==> config.mk <==
export PLATFORM = sky130hd
export DESIGN_NAME = sysex_dt1_framer
export DESIGN_NICKNAME = d
export VERILOG_FILES = /design/src/hw/rtl/sdf_pkg.sv /design/src/hw/rtl/sdf_front.sv /design/src/hw/rtl/sdf_queue.sv /design/src/hw/rtl/sdf_back.sv /design/src/hw/rtl/sysex_dt1_framer.sv
export VERILOG_INCLUDE_DIRS = /design/src /design/src/hw/rtl
export SDC_FILE = /design/constraint.sdc
export NUM_CORES = 1
export LEC_CHECK = 0
export BUFFER_PORTS_ARGS = -buffer_cell sky130_fd_sc_hd__buf_2
export CORE_ASPECT_RATIO = 1.2
export CORE_UTILIZATION = 64
export CTS_CLUSTER_DIAMETER = 50
export DETAILED_ROUTE_END_ITERATION = 10
export GPL_TIMING_DRIVEN = 0
export HOLD_SLACK_MARGIN = 0.06
export PLACE_DENSITY_LB_ADDON = 0.05
export SLEW_MARGIN = 20
export SYNTH_ARGS = -nofsm -noshare
export SYNTH_HDL_FRONTEND = slang
export SYNTH_SLANG_ARGS = --single-unit
==> constraint.sdc <==
create_clock -name clock -period 8.8 [get_ports clock]
set_input_delay 2.64 -clock clock [delete_from_list [all_inputs] [get_ports clock]]
set_output_delay 2.64 -clock clock [all_outputs]
set_load 0.02 [all_outputs]
==> src/hw/rtl/sysex_dt1_framer_macros.svh <==
// Assertion macros for the DT1 framer.
// Used by the top level only; needs no package.
`ifndef SYSEX_DT1_FRAMER_MACROS_SVH
`define SYSEX_DT1_FRAMER_MACROS_SVH

// same-cycle implication
`define SDF_ASSERT_NOW(label, clk, rst, ante, cons, msg) \
   label: assert property (@(posedge clk) disable iff (rst) (ante) |-> (cons)) \
      else $error(msg);

// next-cycle implication
`define SDF_ASSERT_NEXT(label, clk, rst, ante, cons, msg) \
   label: assert property (@(posedge clk) disable iff (rst) (ante) |=> (cons)) \
      else $error(msg);

`endif

==> src/hw/rtl/sdf_pkg.sv <==
// Types and constants shared by the DT1 framer modules.
// No dependencies.
package sdf_pkg;

   localparam int BYTE7_W     = 7;
   localparam int CSR_INDEX_W = 1;

   localparam logic [7:0] SYX_START = 8'hF0;
   localparam logic [7:0] MAKER_ID  = 8'h41;
   localparam logic [7:0] CMD_DT1   = 8'h12;
   localparam logic [7:0] SYX_END   = 8'hF7;

   localparam logic [BYTE7_W-1:0] DEVICE_ID_RESET = 7'd16;
   localparam logic [BYTE7_W-1:0] MODEL_ID_RESET  = 7'd66;

   localparam logic [CSR_INDEX_W-1:0] CSR_DEVICE_ID = 1'b0;
   localparam logic [CSR_INDEX_W-1:0] CSR_MODEL_ID  = 1'b1;

   typedef struct packed {
      logic [23:0]        address;
      logic [BYTE7_W-1:0] data_byte;
      logic               last_byte;
   } req_type;

   typedef struct packed {
      logic [7:0] out_byte;
      logic       end_of_message;
   } rsp_type;

   // one classified item, as queued between front and back
   typedef struct packed {
      logic               first;
      logic               last;
      logic [BYTE7_W-1:0] addr_hi;
      logic [BYTE7_W-1:0] addr_mid;
      logic [BYTE7_W-1:0] addr_lo;
      logic [BYTE7_W-1:0] data;
   } cmd_type;

   typedef enum logic [3:0] {
      PH_SOF,
      PH_MAKER,
      PH_DEV,
      PH_MODEL,
      PH_CMD,
      PH_ADDR_HI,
      PH_ADDR_MID,
      PH_ADDR_LO,
      PH_DATA,
      PH_SUM,
      PH_EOF
   } phase_type;

endpackage

==> src/hw/rtl/sdf_front.sv <==
// Front end of the DT1 framer: takes input transfers, tracks message
// boundaries and pushes classified commands. Depends on sdf_pkg.
module sdf_front import sdf_pkg::*; (
   input  logic    clock,
   input  logic    reset,
   input  logic    req_valid,
   output logic    req_stall,
   input  req_type req_data,
   input  logic    q_full,
   output logic    q_push,
   output cmd_type q_cmd
);

   logic in_message_ff;
   logic in_message_in;

   assign req_stall = q_full;
   assign q_push    = req_valid && !q_full;

   always_comb begin
      q_cmd.first    = !in_message_ff;
      q_cmd.last     = req_data.last_byte;
      q_cmd.addr_hi  = req_data.address[22:16];
      q_cmd.addr_mid = req_data.address[14:8];
      q_cmd.addr_lo  = req_data.address[6:0];
      q_cmd.data     = req_data.data_byte;

      in_message_in = in_message_ff;
      if (q_push) begin
         in_message_in = !req_data.last_byte;
      end
   end

   always_ff @(posedge clock) begin
      if (reset) begin
         in_message_ff <= 1'b0;
      end else begin
         in_message_ff <= in_message_in;
      end
   end

endmodule

==> src/hw/rtl/sdf_queue.sv <==
// Small register queue between front and back of the DT1 framer.
// Depends on sdf_pkg.
module sdf_queue import sdf_pkg::*; #(
   parameter int DEPTH = 4
) (
   input  logic    clock,
   input  logic    reset,
   input  logic    push,
   input  cmd_type push_cmd,
   input  logic    pop,
   output logic    full,
   output logic    head_valid,
   output cmd_type head_cmd
);

   localparam int PTR_W = $clog2(DEPTH);
   localparam int CNT_W = $clog2(DEPTH + 1);

   cmd_type          entries_ff [DEPTH];
   logic [PTR_W-1:0] wr_ptr_ff, wr_ptr_in;
   logic [PTR_W-1:0] rd_ptr_ff, rd_ptr_in;
   logic [CNT_W-1:0] count_ff, count_in;

   assign full       = (count_ff == CNT_W'(DEPTH));
   assign head_valid = (count_ff != '0);
   assign head_cmd   = entries_ff[rd_ptr_ff];

   always_comb begin
      wr_ptr_in = wr_ptr_ff;
      rd_ptr_in = rd_ptr_ff;
      if (push) begin
         wr_ptr_in = (wr_ptr_ff == PTR_W'(DEPTH - 1)) ? '0 : wr_ptr_ff + 1'b1;
      end
      if (pop) begin
         rd_ptr_in = (rd_ptr_ff == PTR_W'(DEPTH - 1)) ? '0 : rd_ptr_ff + 1'b1;
      end
      unique case ({push, pop})
         2'b10:   count_in = count_ff + 1'b1;
         2'b01:   count_in = count_ff - 1'b1;
         default: count_in = count_ff;
      endcase
   end

   always_ff @(posedge clock) begin
      if (push) begin
         entries_ff[wr_ptr_ff] <= push_cmd;
      end
   end

   always_ff @(posedge clock) begin
      if (reset) begin
         wr_ptr_ff <= '0;
         rd_ptr_ff <= '0;
         count_ff  <= '0;
      end else begin
         wr_ptr_ff <= wr_ptr_in;
         rd_ptr_ff <= rd_ptr_in;
         count_ff  <= count_in;
      end
   end

endmodule

==> src/hw/rtl/sdf_back.sv <==
// Back end of the DT1 framer: walks each queued command through its
// header, payload and trailer bytes into the output register. Depends on sdf_pkg.
module sdf_back import sdf_pkg::*; (
   input  logic               clock,
   input  logic               reset,
   input  logic [BYTE7_W-1:0] device_id,
   input  logic [BYTE7_W-1:0] model_id,
   input  logic               q_valid,
   input  cmd_type            q_cmd,
   output logic               q_pop,
   output logic               rsp_valid,
   input  logic               rsp_stall,
   output rsp_type            rsp_data
);

   phase_type          phase_ff, phase_in, cur, nxt;
   logic               mid_ff, mid_in;
   logic [BYTE7_W-1:0] sum_ff, sum_in;
   logic               rsp_valid_ff, rsp_valid_in;
   rsp_type            rsp_data_ff, rsp_data_in;
   rsp_type            emit_data;
   logic               emit, done;

   assign rsp_valid = rsp_valid_ff;
   assign rsp_data  = rsp_data_ff;

   always_comb begin
      // a command not yet started begins at the header or straight at its payload
      if (mid_ff) begin
         cur = phase_ff;
      end else begin
         cur = q_cmd.first ? PH_SOF : PH_DATA;
      end

      emit_data.end_of_message = 1'b0;
      emit_data.out_byte       = SYX_START;
      sum_in                   = sum_ff;
      nxt                      = PH_SOF;
      unique case (cur)
         PH_SOF: begin
            emit_data.out_byte = SYX_START;
            nxt = PH_MAKER;
         end
         PH_MAKER: begin
            emit_data.out_byte = MAKER_ID;
            nxt = PH_DEV;
         end
         PH_DEV: begin
            emit_data.out_byte = {1'b0, device_id};
            nxt = PH_MODEL;
         end
         PH_MODEL: begin
            emit_data.out_byte = {1'b0, model_id};
            nxt = PH_CMD;
         end
         PH_CMD: begin
            emit_data.out_byte = CMD_DT1;
            nxt = PH_ADDR_HI;
         end
         PH_ADDR_HI: begin
            emit_data.out_byte = {1'b0, q_cmd.addr_hi};
            sum_in = q_cmd.addr_hi;
            nxt = PH_ADDR_MID;
         end
         PH_ADDR_MID: begin
            emit_data.out_byte = {1'b0, q_cmd.addr_mid};
            sum_in = sum_ff + q_cmd.addr_mid;
            nxt = PH_ADDR_LO;
         end
         PH_ADDR_LO: begin
            emit_data.out_byte = {1'b0, q_cmd.addr_lo};
            sum_in = sum_ff + q_cmd.addr_lo;
            nxt = PH_DATA;
         end
         PH_DATA: begin
            emit_data.out_byte = {1'b0, q_cmd.data};
            sum_in = sum_ff + q_cmd.data;
            nxt = PH_SUM;
         end
         PH_SUM: begin
            // two's complement mod 128 is the checksum
            emit_data.out_byte = {1'b0, BYTE7_W'(~sum_ff + 1'b1)};
            nxt = PH_EOF;
         end
         PH_EOF: begin
            emit_data.out_byte       = SYX_END;
            emit_data.end_of_message = 1'b1;
            nxt = PH_SOF;
         end
         default: begin
            emit_data.out_byte = SYX_START;
            nxt = PH_SOF;
         end
      endcase

      done  = ((cur == PH_DATA) && !q_cmd.last) || (cur == PH_EOF);
      emit  = q_valid && (!rsp_valid_ff || !rsp_stall);
      q_pop = emit && done;

      phase_in     = phase_ff;
      mid_in       = mid_ff;
      rsp_data_in  = rsp_data_ff;
      rsp_valid_in = rsp_valid_ff && rsp_stall;
      if (emit) begin
         phase_in     = nxt;
         mid_in       = !done;
         rsp_data_in  = emit_data;
         rsp_valid_in = 1'b1;
      end else begin
         sum_in = sum_ff;
      end
   end

   always_ff @(posedge clock) begin
      rsp_data_ff <= rsp_data_in;
   end

   always_ff @(posedge clock) begin
      if (reset) begin
         phase_ff     <= PH_SOF;
         mid_ff       <= 1'b0;
         sum_ff       <= '0;
         rsp_valid_ff <= 1'b0;
      end else begin
         phase_ff     <= phase_in;
         mid_ff       <= mid_in;
         sum_ff       <= sum_in;
         rsp_valid_ff <= rsp_valid_in;
      end
   end

endmodule

==> src/hw/rtl/sysex_dt1_framer.sv <==
// DT1 system-exclusive framer, top level.
// Holds the ID registers and joins sdf_front, sdf_queue and sdf_back;
// depends on sdf_pkg and sysex_dt1_framer_macros.svh.
//
// Usage: each req transfer carries one payload byte, the message address
// (read only on a message's first byte) and a last flag. The rsp channel
// delivers the framed stream one byte per transfer: F0 41 device model 12,
// three address bytes, the payloads, the checksum and F7, the F7 flagged
// with end_of_message. The csr port writes device_id (index 0) and
// model_id (index 1); write it only while no message is in flight.
// An item is written into the queue, then its first byte into the output register.
// Throughput: one output byte per cycle while rsp_stall is low, so mid-message
// items go through at one per cycle; an item that opens a message yields 9
// output bytes and a last item 3 (11 for a one-byte message).
// A QUEUE_DEPTH-entry queue decouples input from the sequencer; req_stall
// rises only when it is full. While rsp_stall is high and a byte is valid, the
// output byte holds and the sequencer waits. Reset empties the queue, closes any open
// message and restores device_id 10h and model_id 42h.
`include "sysex_dt1_framer_macros.svh"

module sysex_dt1_framer import sdf_pkg::*; #(
   parameter int QUEUE_DEPTH = 4
) (
   input  logic                   clock,
   input  logic                   reset,
   input  logic                   req_valid,
   output logic                   req_stall,
   input  req_type                req_data,
   output logic                   rsp_valid,
   input  logic                   rsp_stall,
   output rsp_type                rsp_data,
   input  logic                   csr_we,
   input  logic [CSR_INDEX_W-1:0] csr_index,
   input  logic [BYTE7_W-1:0]     csr_wdata
);

   logic [BYTE7_W-1:0] device_id_ff, device_id_in;
   logic [BYTE7_W-1:0] model_id_ff, model_id_in;
   logic               q_push, q_pop, q_full, q_valid;
   cmd_type            q_in_cmd, q_head_cmd;

   always_comb begin
      device_id_in = device_id_ff;
      model_id_in  = model_id_ff;
      if (csr_we) begin
         unique case (csr_index)
            CSR_DEVICE_ID: device_id_in = csr_wdata;
            CSR_MODEL_ID:  model_id_in  = csr_wdata;
            default: ;
         endcase
      end
   end

   always_ff @(posedge clock) begin
      if (reset) begin
         device_id_ff <= DEVICE_ID_RESET;
         model_id_ff  <= MODEL_ID_RESET;
      end else begin
         device_id_ff <= device_id_in;
         model_id_ff  <= model_id_in;
      end
   end

   sdf_front u_front (
      .clock     (clock),
      .reset     (reset),
      .req_valid (req_valid),
      .req_stall (req_stall),
      .req_data  (req_data),
      .q_full    (q_full),
      .q_push    (q_push),
      .q_cmd     (q_in_cmd)
   );

   sdf_queue #(
      .DEPTH (QUEUE_DEPTH)
   ) u_queue (
      .clock      (clock),
      .reset      (reset),
      .push       (q_push),
      .push_cmd   (q_in_cmd),
      .pop        (q_pop),
      .full       (q_full),
      .head_valid (q_valid),
      .head_cmd   (q_head_cmd)
   );

   sdf_back u_back (
      .clock     (clock),
      .reset     (reset),
      .device_id (device_id_ff),
      .model_id  (model_id_ff),
      .q_valid   (q_valid),
      .q_cmd     (q_head_cmd),
      .q_pop     (q_pop),
      .rsp_valid (rsp_valid),
      .rsp_stall (rsp_stall),
      .rsp_data  (rsp_data)
   );

   `SDF_ASSERT_NOW(a_eom_on_f7, clock, reset, rsp_valid && rsp_data.end_of_message, rsp_data.out_byte == SYX_END, "end_of_message on a byte other than F7")
   `SDF_ASSERT_NEXT(a_push_lands, clock, reset, req_valid && !req_stall, q_valid, "accepted transfer not visible in queue")
   `SDF_ASSERT_NOW(a_pop_nonempty, clock, reset, q_pop, q_valid, "queue popped while empty")
   `SDF_ASSERT_NOW(a_reset_clears, clock, reset, $past(reset), !rsp_valid && q_valid == 1'b0, "output or queue not empty after reset")

endmodule

==> impl_metrics.xml <==
<?xml version="1.0" encoding="UTF-8"?>
<metrics>
  <group name="outcome">
    <metric name="status" unit="">complete, but fails checks</metric>
    <metric name="failed_checks" unit="">DRC</metric>
  </group>
  <group name="floorplan">
    <metric name="chipWidth" unit="um">98.39</metric>
    <metric name="design.core.area" unit="sq um">10670</metric>
    <metric name="num_rows" unit="">41</metric>
    <metric name="die_area" unit="sq um">11580</metric>
    <metric name="initial_core_util" unit="">0.6687</metric>
    <metric name="io_pins" unit="">56</metric>
    <metric name="die_height" unit="um">117.7</metric>
  </group>
  <group name="layout">
    <metric name="antennaDiodeCount" unit="">0</metric>
    <metric name="stdcell_area" unit="sq um">8262</metric>
    <metric name="areaGrowthSynthToFinish" unit="%">15.78</metric>
    <metric name="finalNonFillerCells" unit="">712</metric>
    <metric name="post_route_cells_drive_above_1_share" unit="">0.2230</metric>
    <metric name="finalNetCount" unit="">631</metric>
    <metric name="layout.core_utilization" unit="">0.7743</metric>
  </group>
  <group name="grt">
    <metric name="grt_first_pass_wirelength" unit="um">23650</metric>
    <metric name="global_route.usage.total" unit="">0.2809</metric>
    <metric name="first_global_vias" unit="">4596</metric>
    <metric name="aggregate_global_routing_overflow" unit="">0</metric>
    <metric name="grt_max_degree" unit="">23</metric>
    <metric name="number_of_antenna_violations_at_the_first_check_in_global_routing" unit="">1</metric>
  </group>
  <group name="placement">
    <metric name="placement.cell_area" unit="sq um">7656</metric>
    <metric name="globalplace.congestion" unit="">0.8646</metric>
    <metric name="place_worst_setup_slack" unit="ns">3.679</metric>
    <metric name="portBuffers" unit="">49</metric>
    <metric name="place.detailed.hpwl" unit="um">10480</metric>
    <metric name="placedCellCount" unit="">680</metric>
  </group>
  <group name="sta">
    <metric name="final.hold.worst_slack" unit="ns">0.4608</metric>
    <metric name="max_clock_freq" unit="GHz">0.2136</metric>
    <metric name="timing_max_transition_violations_final" unit="">0</metric>
    <metric name="finalCritPeriodShare" unit="">0.5321</metric>
    <metric name="timing.final.ws_setup" unit="ns">4.118</metric>
    <metric name="setup_violations" unit="">0</metric>
    <metric name="slew_headroom" unit="">0.4623</metric>
    <metric name="final-hold-violation-count" unit="">0</metric>
    <metric name="worst_pin_slew" unit="ns">0.8036</metric>
    <metric name="rsz0062_at_grt" unit="">no</metric>
    <metric name="finalSetupTns" unit="ns">0</metric>
    <metric name="post-route-min-period" unit="ns">4.682</metric>
    <metric name="skew" unit="ns">0.01145</metric>
  </group>
  <group name="yosys">
    <metric name="ys_top_cells_by_area" unit="">sky130_fd_sc_hd__edfxtp_1 54%, sky130_fd_sc_hd__dfxtp_1 10%, sky130_fd_sc_hd__mux4_2 9.5%</metric>
    <metric name="synth.avg_cell_area" unit="sq um">14.33</metric>
    <metric name="synth_edf_count" unit="">129</metric>
    <metric name="synth-main-ff-cell" unit="">sky130_fd_sc_hd__edfxtp_1</metric>
    <metric name="synthCells" unit="">498</metric>
    <metric name="synth_largest_area_cell" unit="">sky130_fd_sc_hd__edfxtp_1</metric>
    <metric name="synth.cell_area" unit="sq um">7136</metric>
    <metric name="synth_sequential_area_ratio" unit="">0.6467</metric>
    <metric name="synth.yosys.warnings" unit="">0</metric>
    <metric name="fraction_of_synthesized_cell_area_taken_by_the_top_area_cell_type" unit="">0.5429</metric>
    <metric name="synthArstFlopShare" unit="">0</metric>
    <metric name="synthDistinctLibCells" unit="">55</metric>
    <metric name="synthesis.nets" unit="">559</metric>
    <metric name="synth-seq-cells" unit="">166</metric>
  </group>
  <group name="hold_path">
    <metric name="worst_hold_startpoint" unit="">model_id_ff[5]</metric>
    <metric name="hold_class" unit="">register to register</metric>
  </group>
  <group name="cts">
    <metric name="clk_pin_slew_worst_paths" unit="ns">0.07</metric>
    <metric name="clock_insertion_delay_worst_skew" unit="ns">0.43</metric>
    <metric name="hold_buffers" unit="">0</metric>
    <metric name="cts_htree_levels" unit="">4</metric>
    <metric name="postCtsResizedCells" unit="">0</metric>
    <metric name="tritoncts_clock_tree" unit="">yes</metric>
    <metric name="clock-root-buffer" unit="">sky130_fd_sc_hd__clkbuf_16</metric>
    <metric name="cts_sinks" unit="">166</metric>
    <metric name="cts.path.max_buffers" unit="">2</metric>
    <metric name="cts-buffers-inserted" unit="">17</metric>
    <metric name="post_cts_setup_buffer_count" unit="">0</metric>
  </group>
  <group name="worst_setup_path">
    <metric name="crit_required" unit="ns">9.16</metric>
    <metric name="setup.worst_path.start_class" unit="">input port</metric>
    <metric name="crit_type" unit="">input port to register</metric>
    <metric name="timing.critical_path.fanout_max" unit="">16</metric>
    <metric name="cp.arrival" unit="ns">5.04</metric>
    <metric name="endpoint_kind" unit="">register</metric>
    <metric name="critical_path_start" unit="">rsp_stall</metric>
  </group>
  <group name="detailed_routing">
    <metric name="route.detailed.wl_per_inst" unit="um">21.28</metric>
    <metric name="route.detailed.drc" unit="">2</metric>
    <metric name="total_detailed_routing_wirelength" unit="um">15150</metric>
    <metric name="detail-route-antenna-nets" unit="">0</metric>
    <metric name="num_vias" unit="">4452</metric>
    <metric name="drt_iter0_drc" unit="">310</metric>
    <metric name="detailedRoute.firstPassIterationCount" unit="">11</metric>
    <metric name="ratio_of_routed_vias_to_standard_cells" unit="">6.253</metric>
  </group>
  <group name="flow_run">
    <metric name="max_cap_violations" unit="">0</metric>
  </group>
  <group name="pwr">
    <metric name="power.leakage" unit="nW">2.998</metric>
    <metric name="vdd.ir_drop.worst" unit="mV">0.1451</metric>
    <metric name="p_per_area" unit="nW/um^2">260.8</metric>
    <metric name="design_power_total" unit="mW">2.155</metric>
  </group>
</metrics>
-- layer usage --
layer / vias to the layer above / routed length (um) / track usage
li1: 2059 / - / -
met1: 2198 / 5819 / 0.3261
met2: 167 / 8138 / 0.5053
met3: 26 / 877 / 0.06354
met4: 2 / 302 / 0.1054
met5: - / 13 / 0
-- sequential cells by signal, summed over array words and instances (netlist names), named ones only --
register               count
u_back.rsp_data            9
u_queue.count_ff           3
u_back.phase_ff            4
u_back.rsp_valid           1
u_back.sum_ff              7
u_queue.entries_ff       120
model_id_ff                7
u_front.in_message_ff      1
u_queue.rd_ptr_ff          2
device_id_ff               7
u_back.mid_ff              1
u_queue.wr_ptr_ff          2
-- path summary, 6_finish.rpt --
check	end	cells past startpoint	slack (ns)
max	u_queue.count_ff[2]	11	4.12
min	model_id_ff[5]	2	0.46
max reg2reg	u_back.sum_ff[6]	15	4.86
min reg2reg	model_id_ff[5]	2	0.46
-- layout by cell type, fill, tap and decap left out, types with 3 or more instances in the layout --
cell / instances
sky130_fd_sc_hd__nand3_1: 10
sky130_fd_sc_hd__mux4_2: 30
sky130_fd_sc_hd__clkbuf_16: 17
sky130_fd_sc_hd__nand2b_1: 4
sky130_fd_sc_hd__a22oi_1: 9
sky130_fd_sc_hd__a211o_1: 3
sky130_fd_sc_hd__buf_2: 50
sky130_fd_sc_hd__and2_2: 4
sky130_fd_sc_hd__dfxtp_1: 37
sky130_fd_sc_hd__o21ai_0: 10
sky130_fd_sc_hd__xor2_1: 5
sky130_fd_sc_hd__inv_1: 26
sky130_fd_sc_hd__buf_16: 3
sky130_fd_sc_hd__a211oi_1: 7
sky130_fd_sc_hd__o22ai_1: 7
sky130_fd_sc_hd__nor2_1: 41
sky130_fd_sc_hd__mux2i_1: 11
sky130_fd_sc_hd__a21o_1: 9
sky130_fd_sc_hd__ha_1: 14
sky130_fd_sc_hd__nor2b_1: 6
sky130_fd_sc_hd__o21ai_1: 5
sky130_fd_sc_hd__and3_1: 4
sky130_fd_sc_hd__edfxtp_1: 129
sky130_fd_sc_hd__xnor2_1: 3
sky130_fd_sc_hd__clkbuf_1: 15
sky130_fd_sc_hd__nor3_1: 10
sky130_fd_sc_hd__inv_8: 6
sky130_fd_sc_hd__a21oi_1: 24
sky130_fd_sc_hd__nand2_1: 24
sky130_fd_sc_hd__a31oi_1: 3
sky130_fd_sc_hd__clkinv_1: 3
sky130_fd_sc_hd__or3_1: 5
sky130_fd_sc_hd__nand3b_1: 3
-- cells in the mapped netlist (2+ instances only) --
cell type and n:
sky130_fd_sc_hd__a2111oi_0 2, sky130_fd_sc_hd__a211o_1 3, sky130_fd_sc_hd__a211oi_1 7, sky130_fd_sc_hd__a21o_1 9, sky130_fd_sc_hd__a21oi_1 24, sky130_fd_sc_hd__a221oi_1 2
sky130_fd_sc_hd__a22oi_1 9, sky130_fd_sc_hd__a2bb2oi_1 2, sky130_fd_sc_hd__a311oi_1 2, sky130_fd_sc_hd__a31oi_1 3, sky130_fd_sc_hd__and2_1 4, sky130_fd_sc_hd__and3_1 4
sky130_fd_sc_hd__buf_1 2, sky130_fd_sc_hd__buf_4 2, sky130_fd_sc_hd__buf_6 2, sky130_fd_sc_hd__clkbuf_1 15, sky130_fd_sc_hd__clkinv_1 3, sky130_fd_sc_hd__dfxtp_1 37
sky130_fd_sc_hd__edfxtp_1 129, sky130_fd_sc_hd__fa_1 2, sky130_fd_sc_hd__ha_1 14, sky130_fd_sc_hd__inv_1 26, sky130_fd_sc_hd__inv_2 2, sky130_fd_sc_hd__mux2i_1 11
sky130_fd_sc_hd__mux4_2 30, sky130_fd_sc_hd__nand2_1 24, sky130_fd_sc_hd__nand2b_1 4, sky130_fd_sc_hd__nand3_1 10, sky130_fd_sc_hd__nand3b_1 3, sky130_fd_sc_hd__nor2_1 41
sky130_fd_sc_hd__nor2b_1 6, sky130_fd_sc_hd__nor3_1 10, sky130_fd_sc_hd__nor4_1 2, sky130_fd_sc_hd__o21ai_0 10, sky130_fd_sc_hd__o21ai_1 5, sky130_fd_sc_hd__o22ai_1 7
sky130_fd_sc_hd__or3_1 5, sky130_fd_sc_hd__or4_1 2, sky130_fd_sc_hd__xnor2_1 3, sky130_fd_sc_hd__xor2_1 5
-- cells by family (layout without fill, tap and decap cells) --
| family | Yosys count | in the layout | share of synthesized area |
|---|---|---|---|
| AND/OR/NAND/NOR | 119 | 119 | 0.08013 |
| multiplexers | 42 | 42 | 0.1117 |
| flip-flops | 166 | 166 | 0.6467 |
| XOR/XNOR | 9 | 9 | 0.01298 |
| buffers and inverters | 53 | 138 | 0.03121 |
| adder cells (fa/ha/maj) | 16 | 16 | 0.03016 |
| AO/OA/AOI/OAI | 93 | 93 | 0.08715 |
-- area by class of cell --
cell class | instances | area (sq um)
tap | 129 | 161.4
buffer | 22 | 106.4
multi-input combinational | 279 | 2310
inverter | 31 | 116.4
clock inverter | 15 | 180.2
clock buffer | 17 | 425.4
sequential | 166 | 4614
fill | 623 | 2409
timing repair buffer | 53 | 347.8
-- where the power goes --
group	total (mW)	internal, mW	leakage, nW	switching [mW]
Clock	0.745	0.408	0.291	0.337
Combinational	0.455	0.187	1.22	0.267
Sequential	0.956	0.919	1.49	0.0363
-- critical path, stage by stage --
cell and delay (ns):
sky130_fd_sc_hd__buf_2 0.09, sky130_fd_sc_hd__a21o_1 0.11, sky130_fd_sc_hd__clkbuf_1 0.29, sky130_fd_sc_hd__clkinv_1 0.55
sky130_fd_sc_hd__o21a_1 0.34, sky130_fd_sc_hd__ha_1 0.22, sky130_fd_sc_hd__inv_1 0.08, sky130_fd_sc_hd__fa_1 0.19
sky130_fd_sc_hd__xor2_1 0.08, sky130_fd_sc_hd__or3_1 0.30, sky130_fd_sc_hd__a21oi_1 0.14
No activity file was read; power rests on OpenSTA's default activity.
